`config.mk`:
```
export PLATFORM = sky130hd
export DESIGN_NAME = radio_frame_deframer
export DESIGN_NICKNAME = d
export VERILOG_FILES = /design/src/rtl/rfd_pkg.sv /design/src/rtl/radio_frame_deframer.sv
export SDC_FILE = /design/constraint.sdc
export NUM_CORES = 1
export LEC_CHECK = 0
export BUFFER_PORTS_ARGS = -buffer_cell sky130_fd_sc_hd__buf_2
export CORE_UTILIZATION = 35
export DETAILED_ROUTE_END_ITERATION = 10
export GPL_TIMING_DRIVEN = 0
export REMOVE_ABC_BUFFERS = 1
export SLEW_MARGIN = 25
export SYNTH_ARGS = -nofsm -noshare
export SYNTH_HDL_FRONTEND = slang
export SYNTH_SLANG_ARGS = --single-unit
```
`constraint.sdc`:
```
create_clock -name i_clk -period 3.3 [get_ports i_clk]
set_clock_uncertainty 0.1 [all_clocks]
set_input_delay 0.495 -clock i_clk [delete_from_list [all_inputs] [get_ports i_clk]]
set_output_delay 0.495 -clock i_clk [all_outputs]
set_load 0.01 [all_outputs]
```
`src/rtl/rfd_pkg.sv`:
```
// ----------------------------------------------------------------------------
// rfd_pkg
// Shared types and constants for the radio frame deframer.
// ----------------------------------------------------------------------------
package rfd_pkg;

    typedef enum logic [2:0] {
        PH_SYNC1   = 3'd0,
        PH_SYNC2   = 3'd1,
        PH_HEADER  = 3'd2,
        PH_PAYLOAD = 3'd3,
        PH_CS_LOW  = 3'd4,
        PH_CS_HIGH = 3'd5
    } t_phase;

    typedef enum logic [2:0] {
        EV_PAYLOAD  = 3'd0,
        EV_OK       = 3'd1,
        EV_HDR_ONLY = 3'd2,
        EV_ACK      = 3'd3,
        EV_NACK     = 3'd4,
        EV_HDR_ERR  = 3'd5,
        EV_PAY_ERR  = 3'd6,
        EV_TOO_LONG = 3'd7
    } t_event;

    // Configuration register indexes.
    localparam logic [7:0] CFG_SYNC_FIRST  = 8'd0;
    localparam logic [7:0] CFG_SYNC_SECOND = 8'd1;
    localparam logic [7:0] CFG_FULL_BIT    = 8'd2;

    localparam logic [7:0] SYNC_FIRST_RST  = 8'd72;
    localparam logic [7:0] SYNC_SECOND_RST = 8'd101;
    localparam logic [2:0] FULL_BIT_RST    = 3'd7;

    // Header status and size patterns of acknowledge frames.
    localparam logic [3:0] ACK_NIBBLE  = 4'h0a;
    localparam logic [7:0] ACK_SIZE    = 8'h0a;
    localparam logic [3:0] NACK_NIBBLE = 4'h0f;
    localparam logic [7:0] NACK_SIZE   = 8'hff;

    // Header: type, command, status, size.
    localparam int HDR_BYTES = 4;

endpackage

```
`src/rtl/radio_frame_deframer.sv`:
```
// ----------------------------------------------------------------------------
// radio_frame_deframer
// Sync hunt, header check and payload streaming for a radio link byte stream.
// ----------------------------------------------------------------------------
// One received byte is taken per clock cycle with no gaps needed while
// results drain: each byte updates the frame phase and the Fletcher running
// sums, and any result is placed in the output register, which the next byte
// may enter behind as soon as it is empty or being drained in the same cycle.
// The result carries the event code, the payload byte for payload events, the
// command and size bytes of the current header, and the buffer-full and
// acknowledge flags last reported. Frames whose size exceeds MAX_PAYLOAD are
// flagged as too long and no payload is read. Configuration writes are always
// ready and take effect from the next byte.
module radio_frame_deframer #(
    parameter int MAX_PAYLOAD = 255
) (
    input  logic       i_clk,
    input  logic       i_rst_n,
    input  logic       i_in_valid,
    output logic       o_in_ready,
    input  logic [7:0] i_rx_byte,
    output logic       o_out_valid,
    input  logic       i_out_ready,
    output logic [2:0] o_event_res,
    output logic [7:0] o_data_byte,
    output logic [7:0] o_command_code,
    output logic [7:0] o_payload_length,
    output logic       o_radio_buffer_full,
    output logic       o_acknowledged,
    input  logic       i_cfg_valid,
    output logic       o_cfg_ready,
    input  logic [7:0] i_cfg_index,
    input  logic [7:0] i_cfg_data
);

    localparam logic [7:0] MAX_LEN = 8'(MAX_PAYLOAD);

    logic [7:0] r_sync_first;
    logic [7:0] r_sync_second;
    logic [2:0] r_full_bit_pos;

    rfd_pkg::t_phase r_phase, n_phase;
    logic [7:0] r_byte_count, n_byte_count;
    logic [7:0] r_header_bytes [rfd_pkg::HDR_BYTES];
    logic [7:0] n_header_bytes [rfd_pkg::HDR_BYTES];
    logic [7:0] r_sum_low, n_sum_low;
    logic [7:0] r_sum_high, n_sum_high;
    logic [15:0] r_header_sum, n_header_sum;
    logic [7:0] r_check_low, n_check_low;
    logic r_full_flag, n_full_flag;
    logic r_ack_flag, n_ack_flag;

    logic r_out_valid;
    rfd_pkg::t_event r_event;
    logic [7:0] r_data_byte;
    logic [7:0] r_command_code;
    logic [7:0] r_payload_length;
    logic r_buffer_full;
    logic r_acknowledged;

    logic in_accept;
    logic res_valid;
    rfd_pkg::t_event res_event;
    logic [7:0] res_data;
    logic [7:0] add_low;
    logic [7:0] add_high;
    logic [7:0] count_inc;
    logic [15:0] rx_check;

    assign o_in_ready = !r_out_valid || i_out_ready;
    assign in_accept  = i_in_valid && o_in_ready;
    assign o_cfg_ready = 1'b1;

    assign add_low   = r_sum_low + i_rx_byte;
    assign add_high  = r_sum_high + add_low;
    assign count_inc = r_byte_count + 8'd1;
    assign rx_check  = {i_rx_byte, r_check_low};

    always_comb begin
        n_phase        = r_phase;
        n_byte_count   = r_byte_count;
        n_header_bytes = r_header_bytes;
        n_sum_low      = r_sum_low;
        n_sum_high     = r_sum_high;
        n_header_sum   = r_header_sum;
        n_check_low    = r_check_low;
        n_full_flag    = r_full_flag;
        n_ack_flag     = r_ack_flag;
        res_valid      = 1'b0;
        res_event      = rfd_pkg::EV_PAYLOAD;
        res_data       = 8'd0;
        case (r_phase)
            rfd_pkg::PH_SYNC2: begin
                if (i_rx_byte == r_sync_second) begin
                    n_phase      = rfd_pkg::PH_HEADER;
                    n_byte_count = 8'd0;
                    n_sum_low    = 8'd0;
                    n_sum_high   = 8'd0;
                end else begin
                    n_phase = rfd_pkg::PH_SYNC1;
                end
            end
            rfd_pkg::PH_HEADER: begin
                // The sums run over the check bytes too, as the payload
                // checksum covers the whole header.
                n_sum_low  = add_low;
                n_sum_high = add_high;
                if (r_byte_count < 8'd4) begin
                    n_header_bytes[r_byte_count[1:0]] = i_rx_byte;
                    if (r_byte_count == 8'd3) begin
                        n_header_sum = {add_high, add_low};
                    end
                    n_byte_count = count_inc;
                end else if (r_byte_count == 8'd4) begin
                    n_check_low  = i_rx_byte;
                    n_byte_count = 8'd5;
                end else begin
                    n_phase   = rfd_pkg::PH_SYNC1;
                    res_valid = 1'b1;
                    if (rx_check != r_header_sum) begin
                        res_event = rfd_pkg::EV_HDR_ERR;
                    end else if (r_header_bytes[2][3:0] == rfd_pkg::ACK_NIBBLE &&
                                 r_header_bytes[3] == rfd_pkg::ACK_SIZE) begin
                        n_full_flag = r_header_bytes[2][r_full_bit_pos];
                        n_ack_flag  = 1'b1;
                        res_event   = rfd_pkg::EV_ACK;
                    end else if (r_header_bytes[2][3:0] == rfd_pkg::NACK_NIBBLE &&
                                 r_header_bytes[3] == rfd_pkg::NACK_SIZE) begin
                        n_full_flag = r_header_bytes[2][r_full_bit_pos];
                        n_ack_flag  = 1'b0;
                        res_event   = rfd_pkg::EV_NACK;
                    end else if (r_header_bytes[3] == 8'd0) begin
                        res_event = rfd_pkg::EV_HDR_ONLY;
                    end else if (r_header_bytes[3] > MAX_LEN) begin
                        res_event = rfd_pkg::EV_TOO_LONG;
                    end else begin
                        res_valid    = 1'b0;
                        n_phase      = rfd_pkg::PH_PAYLOAD;
                        n_byte_count = 8'd0;
                    end
                end
            end
            rfd_pkg::PH_PAYLOAD: begin
                n_sum_low    = add_low;
                n_sum_high   = add_high;
                n_byte_count = count_inc;
                if (count_inc >= r_header_bytes[3]) begin
                    n_phase = rfd_pkg::PH_CS_LOW;
                end
                res_valid = 1'b1;
                res_event = rfd_pkg::EV_PAYLOAD;
                res_data  = i_rx_byte;
            end
            rfd_pkg::PH_CS_LOW: begin
                n_check_low = i_rx_byte;
                n_phase     = rfd_pkg::PH_CS_HIGH;
            end
            rfd_pkg::PH_CS_HIGH: begin
                n_phase   = rfd_pkg::PH_SYNC1;
                res_valid = 1'b1;
                res_event = (rx_check == {r_sum_high, r_sum_low}) ?
                            rfd_pkg::EV_OK : rfd_pkg::EV_PAY_ERR;
            end
            default: begin
                n_phase = (i_rx_byte == r_sync_first) ?
                          rfd_pkg::PH_SYNC2 : rfd_pkg::PH_SYNC1;
            end
        endcase
    end

    always_ff @(posedge i_clk) begin
        if (!i_rst_n) begin
            r_sync_first   <= rfd_pkg::SYNC_FIRST_RST;
            r_sync_second  <= rfd_pkg::SYNC_SECOND_RST;
            r_full_bit_pos <= rfd_pkg::FULL_BIT_RST;
        end else if (i_cfg_valid) begin
            case (i_cfg_index)
                rfd_pkg::CFG_SYNC_FIRST:  r_sync_first   <= i_cfg_data;
                rfd_pkg::CFG_SYNC_SECOND: r_sync_second  <= i_cfg_data;
                rfd_pkg::CFG_FULL_BIT:    r_full_bit_pos <= i_cfg_data[2:0];
                default: ;
            endcase
        end
    end

    always_ff @(posedge i_clk) begin
        if (!i_rst_n) begin
            r_phase        <= rfd_pkg::PH_SYNC1;
            r_byte_count   <= 8'd0;
            r_header_bytes <= '{default: 8'd0};
            r_sum_low      <= 8'd0;
            r_sum_high     <= 8'd0;
            r_header_sum   <= 16'd0;
            r_check_low    <= 8'd0;
            r_full_flag    <= 1'b0;
            r_ack_flag     <= 1'b0;
        end else if (in_accept) begin
            r_phase        <= n_phase;
            r_byte_count   <= n_byte_count;
            r_header_bytes <= n_header_bytes;
            r_sum_low      <= n_sum_low;
            r_sum_high     <= n_sum_high;
            r_header_sum   <= n_header_sum;
            r_check_low    <= n_check_low;
            r_full_flag    <= n_full_flag;
            r_ack_flag     <= n_ack_flag;
        end
    end

    always_ff @(posedge i_clk) begin
        if (!i_rst_n) begin
            r_out_valid <= 1'b0;
        end else if (in_accept && res_valid) begin
            r_out_valid <= 1'b1;
        end else if (i_out_ready) begin
            r_out_valid <= 1'b0;
        end
    end

    always_ff @(posedge i_clk) begin
        if (in_accept && res_valid) begin
            r_event          <= res_event;
            r_data_byte      <= res_data;
            r_command_code   <= n_header_bytes[1];
            r_payload_length <= n_header_bytes[3];
            r_buffer_full    <= n_full_flag;
            r_acknowledged   <= n_ack_flag;
        end
    end

    assign o_out_valid         = r_out_valid;
    assign o_event_res         = r_event;
    assign o_data_byte         = r_data_byte;
    assign o_command_code      = r_command_code;
    assign o_payload_length    = r_payload_length;
    assign o_radio_buffer_full = r_buffer_full;
    assign o_acknowledged      = r_acknowledged;

    // While streaming, the count never reaches the header size.
    a_count_in_frame: assert property (@(posedge i_clk) disable iff (!i_rst_n)
        r_phase == rfd_pkg::PH_PAYLOAD |-> r_byte_count < r_header_bytes[3])
        else $error("payload count reached header size while streaming");

    // The second checksum byte always closes the frame with a result.
    a_close_result: assert property (@(posedge i_clk) disable iff (!i_rst_n)
        in_accept && r_phase == rfd_pkg::PH_CS_HIGH |=> o_out_valid)
        else $error("no result after payload checksum");

    // Only payload events carry a data byte.
    a_data_zero: assert property (@(posedge i_clk) disable iff (!i_rst_n)
        o_out_valid && o_event_res != rfd_pkg::EV_PAYLOAD |-> o_data_byte == 8'd0)
        else $error("data byte set on a non-payload event");

    // A byte taken while streaming is always delivered as a payload result.
    a_payload_out: assert property (@(posedge i_clk) disable iff (!i_rst_n)
        in_accept && r_phase == rfd_pkg::PH_PAYLOAD |=>
            o_out_valid && o_event_res == rfd_pkg::EV_PAYLOAD)
        else $error("payload byte not delivered");

endmodule

```
==> reports/results.tsv <==
metric	value	unit
status	finished clean	
Synth top cells by count	dfxtp_1, nand2_1, nor2_1	
CP startpoint kind	flop	
part of the cycle the worst path needs	0.965	
Setup Viol. Count Final	0	
maxcap violations	0	
Mean Syn Cell Area	9.48	um^2
Hold Buf Count CTS	0	
initial antenna violation count	0	
largest net degree at the start of global routing	51	
vias per cell	5.27	
asr flop ratio synth	0	
EDFF count, synth	29	
post-detail-place hpwl	11100	um
Die W	139	um
Fin. Hold Viols	0	
share of the synthesized area in the top cell type	0.294	
Filler cells	1793	
Ports	61	
area grow syn2layout	17.7	%
die area	0.0194	mm^2
CTS sink count	126	
nets	802	
cell taking the most area after synthesis	dfxtp_1	
Netlist Area Pre-Place	0.00661	mm^2
CTS Root Cell	clkbuf_16	
starting density of the core	0.363	
Setup CP Type	flop to flop	
drt pass-1 iters	5	
Slew headroom	0.368	
post-synthesis sequential area ratio	0.426	
DR vias	5197	
count leader, synth	dfxtp_1	
GRT overflow	0	
CTS tree	done	
Req. time, crit path	3.56	ns
Static Leak	3.24	nW
Yosys cell types	64	
worst skew pair latency	0.42	ns
row count	49	
dominant cells by area after synthesis	dfxtp_1, edfxtp_1, mux2i_1	
total negative slack	0	ns
Synth Warn #	0	
RSZ-0062 raised after global routing	true	
routability congestion estimate	0.824	
die height	139	um
Worst-path clk slew	0.06	ns
PD cells	473	mW/mm^2
layout cells sized above 1	0.181	
routed length per instance	16.7	um
IO Port Bufs	59	
Post-Route Utilization	0.427	
TritonCTS buffer count	17	
post-route ant nets	0	
Synth Register Bits	126	
Worst Path Arrival	3.44	ns
top_reg_cell synth	dfxtp_1	
crit path time final	3.18	ns
CTS Buffer Depth	2	
Max VDD drop	0.327	mV
H-tree levels	4	
wirelength, routed	16500	um
crit path max fanout	7	
Fmax	314	MHz
measured slew at the worst slew-check pin	0.943	ns
first-pass GRT wire length	27000	um
DP Worst Slack	-0.694	ns
fin. max-slew vios	0	
Worst Hold Class	primary input to flop	
final setup margin	0.115	ns
CORE AREA	0.0182	mm^2
antenna diode count	0	
Total GRT Usage	0.179	
Setup crit end kind	flop	
Synth Instances	697	
# DRC	0	
vias in the first global route	5022	
drt first-iter violations	387	
cell type report:
| cell class | count | area, um^2 | area share |
|---|---|---|---|
| multi-input cells | 509 | 3650 | 0.468 |
| inverters | 25 | 96.3 | 0.0124 |
| clock buffers | 20 | 437 | 0.0561 |
| clock inverters | 12 | 123 | 0.0158 |
| well taps | 229 | 287 | 0.0368 |
| flip-flops and latches | 126 | 2820 | 0.362 |
| repair buffers | 65 | 378 | 0.0486 |
per-layer routing:
metal	GRT usage	vias up	routed length (um)
met2	0.281	153	7400
met5	0	-	0
met1	0.242	2468	8210
met3	0.0354	14	671
li1	-	2562	-
met4	0.0643	0	189
cell usage in the layout (no fill, tap or decap), types with 8 or more instances in the layout:
master / synthesis / routed
nor3_1: 8 / 8
nor4_1: 18 / 18
o21ai_0: 10 / 10
xor2_1: 53 / 51
nand2_1: 83 / 83
buf_2: 3 / 57
xnor2_1: 9 / 9
nand4_1: 9 / 9
ha_1: 27 / 24
nand3_1: 12 / 12
a21oi_1: 33 / 32
nor2_1: 66 / 65
mux2_2: 19 / 18
and2_1: 10 / 10
mux2i_1: 51 / 51
inv_1: 25 / 23
dfxtp_1: 97 / 96
edfxtp_1: 29 / 29
clkbuf_16: 0 / 17
a22oi_1: 14 / 14
critical path: stages (launching register included):
cell,delay [ns]
dfxtp_4,0.35
ha_4,0.16
fa_2,0.39
a21o_1,0.17
a21o_1,0.20
a2111o_1,0.42
o311ai_4,0.12
ha_1,0.30
inv_2,0.08
o21bai_1,0.06
o41a_1,0.20
or4_1,0.45
nand4_1,0.10
state kept, by name (all words and copies together) (netlist names), 3 cells and up:
signal and flops:
r_byte_count 8, r_header_bytes 24, o_data_byte 8, o_command_code 8, r_sum_high 8, r_sync_first 8
o_event_res 3, o_payload_length 8, r_check_low 8, r_sync_second 8, r_full_bit_pos 3, r_header_sum 16
r_sum_low 8, r_phase 3
final timing paths:
check	startpoint	depth (start not counted)	end	slack, ns
worst min-delay path	i_cfg_data[6]	3	r_sync_second[6]	0.20
worst max register to register	r_sum_low[0]	12	r_header_sum[15]	0.12
worst max-delay path	r_sum_low[0]	12	r_header_sum[15]	0.12
worst min register to register	r_full_flag	2	r_full_flag	0.36
through the flow:
step	hold WS [ns]	cell area (um^2)	power, W	cells
after global placement	0.348	7050	0.00190	948
after CTS	0.190	7690	0.00369	982
final	0.205	7780	0.00368	986
after detailed placement	0.348	7110	0.00191	950
after floorplan	0.331	6460	0.00180	660
after global routing	0.222	7780	0.00382	986
report_power, final:
| part | leakage (nW) | switching, W | total [W] | internal, W |
|---|---|---|---|---|
| Combinational | 1.92 | 0.000186 | 0.000294 | 0.000108 |
| Sequential | 1.05 | 0.0000150 | 0.00160 | 0.00159 |
| Clock | 0.261 | 0.000687 | 0.00179 | 0.00110 |
| Total | 3.24 | 0.000888 | 0.00368 | 0.00280 |
cell families after synthesis:
group	share of synthesized area
fa+ha+maj	0.0572
other cells	0.000567
mux	0.116
compound gates	0.102
flops	0.426
simple gates	0.180
xor+xnor	0.0822
buf+inv	0.0363
timing repair:
item,in CTS,in global routing
setup buffers,0,4
endpoints found under the hold margin,0,0
endpoints found under the setup margin,3,4
pin swaps,2,8
resized for setup,5,13
(Power assumes the default switching activity.)
